$ cat src/rtl/rvdec_pkg.sv
// Types, codes and helper functions for the RV32I instruction decoder.
package rvdec_pkg;

	typedef enum logic [6:0] {
		OPC_LOAD     = 7'h03,
		OPC_MISC_MEM = 7'h0f,
		OPC_OP_IMM   = 7'h13,
		OPC_AUIPC    = 7'h17,
		OPC_STORE    = 7'h23,
		OPC_OP       = 7'h33,
		OPC_LUI      = 7'h37,
		OPC_BRANCH   = 7'h63,
		OPC_JALR     = 7'h67,
		OPC_JAL      = 7'h6f,
		OPC_SYSTEM   = 7'h73
	} opcode_t;

	typedef enum logic [3:0] {
		CLS_INVALID   = 4'd0,
		CLS_LUI       = 4'd1,
		CLS_AUIPC     = 4'd2,
		CLS_JAL       = 4'd3,
		CLS_JALR      = 4'd4,
		CLS_BRANCH    = 4'd5,
		CLS_LOAD      = 4'd6,
		CLS_STORE     = 4'd7,
		CLS_ALU_IMM   = 4'd8,
		CLS_SHIFT_IMM = 4'd9,
		CLS_ALU_REG   = 4'd10,
		CLS_FENCE     = 4'd11,
		CLS_ECALL     = 4'd12,
		CLS_EBREAK    = 4'd13
	} insn_class_t;

	typedef enum logic [3:0] {
		ALU_ADD  = 4'd0,
		ALU_SUB  = 4'd1,
		ALU_SLL  = 4'd2,
		ALU_SLT  = 4'd3,
		ALU_SLTU = 4'd4,
		ALU_XOR  = 4'd5,
		ALU_SRL  = 4'd6,
		ALU_SRA  = 4'd7,
		ALU_OR   = 4'd8,
		ALU_AND  = 4'd9
	} alu_op_t;

	localparam logic [2:0] F3_ADD = 3'd0;
	localparam logic [2:0] F3_SLL = 3'd1;
	localparam logic [2:0] F3_SRL = 3'd5;
	localparam logic [6:0] F7_BASE = 7'h00;
	localparam logic [6:0] F7_ALT  = 7'h20;
	localparam logic [11:0] SYS_ECALL  = 12'h000;
	localparam logic [11:0] SYS_EBREAK = 12'h001;

	// Decoded part of one item; the raw fields travel alongside.
	typedef struct packed {
		logic               is_valid;
		insn_class_t        insn_class;
		alu_op_t            alu_operation;
		logic signed [31:0] immediate;
		logic [4:0]         dest_reg;
		logic [4:0]         src1_reg;
		logic [4:0]         src2_reg;
		logic [2:0]         func3_field;
	} dec_result_t;

	// Base ALU operation selected by funct3 (shift direction resolved elsewhere).
	function automatic alu_op_t f3_to_alu(input logic [2:0] f3);
		alu_op_t op;
		case (f3)
			3'd0: op = ALU_ADD;
			3'd1: op = ALU_SLL;
			3'd2: op = ALU_SLT;
			3'd3: op = ALU_SLTU;
			3'd4: op = ALU_XOR;
			3'd5: op = ALU_SRL;
			3'd6: op = ALU_OR;
			3'd7: op = ALU_AND;
			default: op = ALU_ADD;
		endcase
		return op;
	endfunction

endpackage

$ cat src/rtl/rvdec_decode.sv
// Combinational decode of one RV32I instruction word.
module rvdec_decode (
	input  logic [31:0]              word,
	output rvdec_pkg::dec_result_t   result
);
	import rvdec_pkg::*;

	logic [6:0]         opc;
	logic [2:0]         f3;
	logic [6:0]         f7;
	logic signed [31:0] imm_i;
	logic signed [31:0] imm_s;
	logic signed [31:0] imm_b;
	logic signed [31:0] imm_j;
	logic signed [31:0] imm_u;
	logic signed [31:0] imm_sh;
	logic               ok;
	insn_class_t        cls;
	alu_op_t            alu;
	logic signed [31:0] imm;

	assign opc = word[6:0];
	assign f3  = word[14:12];
	assign f7  = word[31:25];

	assign imm_i  = {{20{word[31]}}, word[31:20]};
	assign imm_s  = {{20{word[31]}}, word[31:25], word[11:7]};
	assign imm_b  = {{20{word[31]}}, word[7], word[30:25], word[11:8], 1'b0};
	assign imm_j  = {{12{word[31]}}, word[19:12], word[20], word[30:21], 1'b0};
	assign imm_u  = {word[31:12], 12'd0};
	assign imm_sh = {27'd0, word[24:20]};

	always_comb begin
		ok  = 1'b1;
		cls = CLS_INVALID;
		alu = ALU_ADD;
		imm = '0;
		case (opc)
			OPC_LUI: begin
				cls = CLS_LUI;
				imm = imm_u;
			end
			OPC_AUIPC: begin
				cls = CLS_AUIPC;
				imm = imm_u;
			end
			OPC_JAL: begin
				cls = CLS_JAL;
				imm = imm_j;
			end
			OPC_JALR: begin
				cls = CLS_JALR;
				imm = imm_i;
			end
			OPC_BRANCH: begin
				cls = CLS_BRANCH;
				imm = imm_b;
			end
			OPC_LOAD: begin
				cls = CLS_LOAD;
				imm = imm_i;
			end
			OPC_STORE: begin
				cls = CLS_STORE;
				imm = imm_s;
			end
			OPC_OP_IMM: begin
				if (f3 == F3_SLL || f3 == F3_SRL) begin
					// Immediate shifts ignore funct7 except for the arithmetic bit.
					cls = CLS_SHIFT_IMM;
					imm = imm_sh;
					if (f3 == F3_SLL)
						alu = ALU_SLL;
					else
						alu = word[30] ? ALU_SRA : ALU_SRL;
				end else begin
					cls = CLS_ALU_IMM;
					imm = imm_i;
					alu = f3_to_alu(f3);
				end
			end
			OPC_OP: begin
				cls = CLS_ALU_REG;
				if (f7 == F7_ALT && f3 == F3_ADD)
					alu = ALU_SUB;
				else if (f7 == F7_ALT && f3 == F3_SRL)
					alu = ALU_SRA;
				else if (f7 == F7_BASE)
					alu = f3_to_alu(f3);
				else
					ok = 1'b0;
			end
			OPC_MISC_MEM: begin
				cls = CLS_FENCE;
			end
			OPC_SYSTEM: begin
				ok = 1'b0;
				if (f3 == 3'd0 && word[11:7] == 5'd0 && word[19:15] == 5'd0) begin
					if (word[31:20] == SYS_ECALL) begin
						cls = CLS_ECALL;
						ok  = 1'b1;
					end else if (word[31:20] == SYS_EBREAK) begin
						cls = CLS_EBREAK;
						ok  = 1'b1;
					end
				end
			end
			default: begin
				ok = 1'b0;
			end
		endcase
		// Compressed-space words never match a 32-bit opcode, but check explicitly.
		if (word[1:0] != 2'b11)
			ok = 1'b0;
	end

	always_comb begin
		result.is_valid      = ok;
		result.insn_class    = ok ? cls : CLS_INVALID;
		result.alu_operation = ok ? alu : ALU_ADD;
		result.immediate     = ok ? imm : 32'sd0;
		result.dest_reg      = word[11:7];
		result.src1_reg      = word[19:15];
		result.src2_reg      = word[24:20];
		result.func3_field   = f3;
	end

endmodule

$ cat src/rtl/rv32i_instruction_decoder.sv
// Top level of the RV32I instruction decoder: input register, decode logic, result register.
// The decoder takes one item per clock while in_stall is low and returns one result item
// per item. A result reaches the outputs when its item moves from the input register into
// the result register, and is taken at an edge where out_stall is low. Each item is latched
// in the input register, decoded by a single pass of combinational logic, and held in the
// result register until taken. in_stall rises only when both registers hold items and the
// result is stalled, so a full pipeline of two items keeps flowing at one item per cycle.
// Invalid encodings are not dropped: they come out with is_valid low, class, ALU
// operation and immediate zero, and the register fields, pc and raw word still filled in.
module rv32i_instruction_decoder (
	input  logic               clk,
	input  logic               arst_n,
	input  logic               in_valid,
	output logic               in_stall,
	input  logic [31:0]        instr_word,
	input  logic [31:0]        fetch_pc,
	output logic               out_valid,
	input  logic               out_stall,
	output logic               is_valid,
	output logic [3:0]         insn_class,
	output logic [3:0]         alu_operation,
	output logic signed [31:0] immediate,
	output logic [4:0]         dest_reg,
	output logic [4:0]         src1_reg,
	output logic [4:0]         src2_reg,
	output logic [2:0]         func3_field,
	output logic [31:0]        pc_out,
	output logic [31:0]        raw_word
);
	import rvdec_pkg::*;

	logic        valid_s1;
	logic [31:0] word_s1;
	logic [31:0] pc_s1;
	logic        valid_s2;
	dec_result_t res_s2;
	logic [31:0] word_s2;
	logic [31:0] pc_s2;
	dec_result_t dec_res;
	logic        adv_s2;
	logic        adv_s1;

	assign adv_s2   = !valid_s2 || !out_stall;
	assign adv_s1   = !valid_s1 || adv_s2;
	assign in_stall = !adv_s1;

	always_ff @(posedge clk or negedge arst_n) begin
		if (!arst_n) begin
			valid_s1 <= 1'b0;
			valid_s2 <= 1'b0;
		end else begin
			if (adv_s1)
				valid_s1 <= in_valid;
			if (adv_s2)
				valid_s2 <= valid_s1;
		end
	end

	always_ff @(posedge clk) begin
		if (adv_s1 && in_valid) begin
			word_s1 <= instr_word;
			pc_s1   <= fetch_pc;
		end
		if (adv_s2 && valid_s1) begin
			res_s2  <= dec_res;
			word_s2 <= word_s1;
			pc_s2   <= pc_s1;
		end
	end

	rvdec_decode u_decode (
		.word   (word_s1),
		.result (dec_res)
	);

	assign out_valid     = valid_s2;
	assign is_valid      = res_s2.is_valid;
	assign insn_class    = res_s2.insn_class;
	assign alu_operation = res_s2.alu_operation;
	assign immediate     = res_s2.immediate;
	assign dest_reg      = res_s2.dest_reg;
	assign src1_reg      = res_s2.src1_reg;
	assign src2_reg      = res_s2.src2_reg;
	assign func3_field   = res_s2.func3_field;
	assign pc_out        = pc_s2;
	assign raw_word      = word_s2;

endmodule

$ cat config.mk
export PLATFORM = sky130hd
export DESIGN_NAME = rv32i_instruction_decoder
export DESIGN_NICKNAME = d
export VERILOG_FILES = /design/src/rtl/rvdec_pkg.sv /design/src/rtl/rvdec_decode.sv /design/src/rtl/rv32i_instruction_decoder.sv
export SDC_FILE = /design/constraint.sdc
export NUM_CORES = 1
export LEC_CHECK = 0
export ABC_CLOCK_PERIOD_IN_PS = 24400
export BUFFER_PORTS_ARGS = -buffer_cell sky130_fd_sc_hd__buf_2
export CORE_AREA = 2 2 117 119
export DETAILED_ROUTE_END_ITERATION = 12
export DIE_AREA = 0 0 119 121
export GPL_TIMING_DRIVEN = 0
export PLACE_DENSITY = 0.77
export SLEW_MARGIN = 0
export SYNTH_ARGS = -nofsm -noshare
export SYNTH_HDL_FRONTEND = slang
export SYNTH_SLANG_ARGS = --single-unit
$ cat constraint.sdc
create_clock -name clk -period 24.4 [get_ports clk]
set_input_delay 3.66 -clock clk [delete_from_list [all_inputs] [get_ports clk]]
set_output_delay 3.66 -clock clk [all_outputs]
set_load 0.01 [all_outputs]
==> impl_summary.txt <==
----------------------------------------------------
[Flow run]
  Count of max-cap constraint violations ... 0

[Detailed routing]
  Average via count per standard cell ... 5.064
  Detailed-route DRC error count ... 0
  Via total after detailed routing ... 3884
  First-pass iteration count of the detailed router ... 4
  Iter 0 DRT Violations ... 280
  Post-Route WL ... 13140 µm
  Average wire per standard cell ... 17.14 µm
  ANT nets after route ... 0

[Global routing]
  GRT Overall Usage ... 18.89%
  Wire length of the first global-routing pass ... 20280 µm
  Initial antenna violation count ... 0
  Congestion Overflow GR ... 0
  Vias in the first global route ... 3953
  Largest net degree at the start of global routing ... 46

[Place]
  Worst setup slack before clock tree synthesis ... 16.65 ns
  Number of port buffers ... 192
  Weighted congestion reported at the end of routability-driven placement ... 0.8087
  Placed Instance Area ... 7709 µm²
  Estimated wirelength of the detail-placed design ... 9359 µm

[Final layout]
  Commonest non-fill, non-tap cells in the layout ... buf_2 (192), edfxtp_1 (169), nand2_1 (21)
  Relative area change from synthesis to final layout ... 28.38%
  Layout cell share with drive strength beyond 1 ... 43.99%
  Final instance area ... 8263 µm²
  Most common library cell in the layout ignoring fill and taps ... buf_2
  Net count reported at finish ... 651
  Diodes inserted ... 0

[Pwr]
  Leakage power summed over all cells ... 3.365 nW
  Power density over the cells ... 81.67 nW/µm²
  Overall Power ... 0.0006748 W
  Worst IR Drop VDD ... 0.05592 mV

[Logic synthesis]
  Mapped Nets ... 436
  Proportion of register bits with asynchronous set or reset after synthesis ... 1.143%
  Number of enable flip-flop cells after synthesis ... 169
  Top flip-flop cell by instance count after synthesis ... edfxtp_1
  Adder-cell share of the synthesized area ... 0.5832%
  Synth Warn # ... 0
  Compound-cell area share of the yosys netlist ... 6.396%
  Portion of netlist area occupied by mux cells ... 1.108%
  Register bit count reported by yosys ... 175
  Proportion of synthesized chip area in sequential cells ... 80.87%
  Synthesized cell area ... 6436 µm²
  Largest family of logic cells by synthesized area ... simple AND/OR/NAND/NOR gates
  Share of synthesized cell area in and, or, nand and nor gates ... 6.998%
  Number of library cell types mapped by synthesis ... 55
  Xor-xnor portion of the synthesized cell area ... 0.2722%
  Avg Inst Size Synth ... 17.63 µm²
  Mapped Cells ... 365

[Die]
  Effective utilization at floorplan ... 49.19%
  Number of primary I/O pins ... 193
  Core footprint ... 13090 µm²
  Die ar. ... 14400 µm²
  Horizontal die dimension ... 119 µm
  Y dimension of the die ... 121 µm
  Cell Rows ... 42

[Clocking]
  CTS Root Cell ... clkbuf_16
  Number of cells upsized or downsized after cts ... 0
  Clk_lat worst skew ... 0.42 ns
  Number of buffers created by CTS ... 17
  # H-tree levels ... 4
  TritonCTS clock tree ... yes
  Hold-fix buffers at CTS ... 0
  Clk buf depth ... 2
  Number of setup buffers added after CTS ... 0
  Total number of clock tree sinks ... 175
  Clock input transition at the sequential cells of the worst setup and hold paths ... 0.06 ns

[STA]
  Setup skew after layout ... 0.007889 ns
  Tightest slew margin relative to the limit ... 44.41%
  Final slew viol count ... 0
  Final setup vio count ... 0
  RSZ-0062 raised after global routing ... false
  Setup slack of the critical path after layout ... 16.64 ns
  Actual transition at the worst max-transition pin ... 0.8275 ns
  Setup_tns ... 0 ns
  Fmax ... 128.9 MHz
  Number of hold-slack violations in the final timing report ... 0
  Post-layout min period ... 7.756 ns
  Final period utilization ... 31.79%

[Setup path]
  Kind of end point of the critical path ... output port
  Worst Setup EP ... in_stall
  Largest delay share family, worst path ... buffers and inverters
  RR Startpoint ... word_s1[25]
  Critical Path Fanout Max ... 3
  Critical path arrival ... 4.10 ns
  Buffers plus inverters on the worst setup path ... 3
  Critical path launch point type ... input pin
  Critical path type ... in -> out
  Series of cell instances along the critical path ... buf_2 -> nand3_1 -> inv_1 -> buf_2
  Worst setup path startpoint ... out_stall
  Cell with the biggest individual delay on the critical path ... buf_2
  Depth of the worst register-to-register path ... 4
  Max stage delay on crit path ... 0.13 ns
  CP Depth ... 4
  CP dominant cell by count ... buf_2
  Required time of the worst setup path ... 20.74 ns
  Reg-to-reg critical path endpoint ... insn_class[1]
  Setup slack on the worst flop-to-flop path ... 21.82 ns

[Min path]
  Classification of the worst-slack hold path ... reg -> reg

[Status]
  Outcome ... finished clean

----------------------------------------------------
==> stage by stage <==
step / std cells / hold WS, ns / utilization (%)
4_1_cts: 767 / 0.4183 / 63.15
5_1_grt: 767 / 0.4213 / 63.15
6_report: 767 / 0.4190 / 63.15
3_3_place_gp: 733 / 0.4008 / 58.21
2_1_floorplan: 365 / 0.4003 / -
3_5_place_dp: 737 / 0.4045 / 58.91
==> layer usage <==
layer / wire [µm] / global-route usage [%]
met1: 4991 / 20.57
met2: 6680 / 32.33
met3: 1275 / 8.365
met4: 195 / 7.664
met5: 0 / 0
==> area by class of cell <==
type                    count  area (µm²)
clock inverters            13       128.9
clock buffers              17       425.4
flip-flops and latches    175        5205
plain buffers              30       201.4
inverters                  11       41.29
multi-input cells         149       999.7
repair buffers            196        1041
well taps                 176       220.2
fillers                   941        4822
==> where the power goes <==
group	internal (W)	switching, W	leakage (nW)
Sequential	0.000355	0.00000905	1.70
Clock	0.000141	0.000112	0.267
Combinational	0.0000235	0.0000336	1.40
Total	0.000520	0.000155	3.37
==> synth_stat cells, drive strengths merged, types with 2 or more instances <==
master,count,area share (%)
mux2i,6,0.93
nand2,21,1.2
clkbuf,12,1.0
a22o,5,0.68
nor2,10,0.58
ha,3,0.58
inv,11,0.64
nor4,8,0.87
buf,18,2.1
xor2,2,0.27
nand4,2,0.19
a31oi,2,0.19
o21bai,2,0.23
dfxtp,4,1.2
a21oi,9,0.70
o21ai,12,0.93
or2,2,0.19
nor3b,2,0.23
edfxtp,169,79
dfrtp,2,0.78
nand2b,7,0.68
a21o,12,1.4
nand3,4,0.31
and2,7,0.70
o211ai,3,0.35
o21a,2,0.23
or4,2,0.35
nor3,3,0.23
a2bb2oi,2,0.27
==> worst reg2reg max path: stages (launching register included) <==
cell      delay [ns]
edfxtp_1        0.43
or4_4           0.61
or4b_4          0.55
or4_4           0.53
a311oi_2        0.28
==> how the worst min path moves through the flow <==
stage / startpoint / endpoint / depth (start not counted)
after floorplan: pc_s1[0] / pc_out[0] / 0
after global placement: pc_s1[27] / pc_out[27] / 0
after detailed placement: pc_s1[23] / pc_out[23] / 0
after CTS: pc_s1[23] / pc_out[23] / 0
after global routing: pc_s1[6] / pc_out[6] / 0
final: pc_s1[23] / pc_out[23] / 0
==> logic make-up (layout without fill, tap and decap cells) <==
group,after synthesis,in the layout
adders and majority gates,3,3
DFF,175,175
AOI/OAI and AO/OA,59,59
muxes,7,7
xor gates and xnor gates,2,2
and+or+nand+nor,78,78
buffers and inverters,41,267
(Power assumes the default switching activity.)
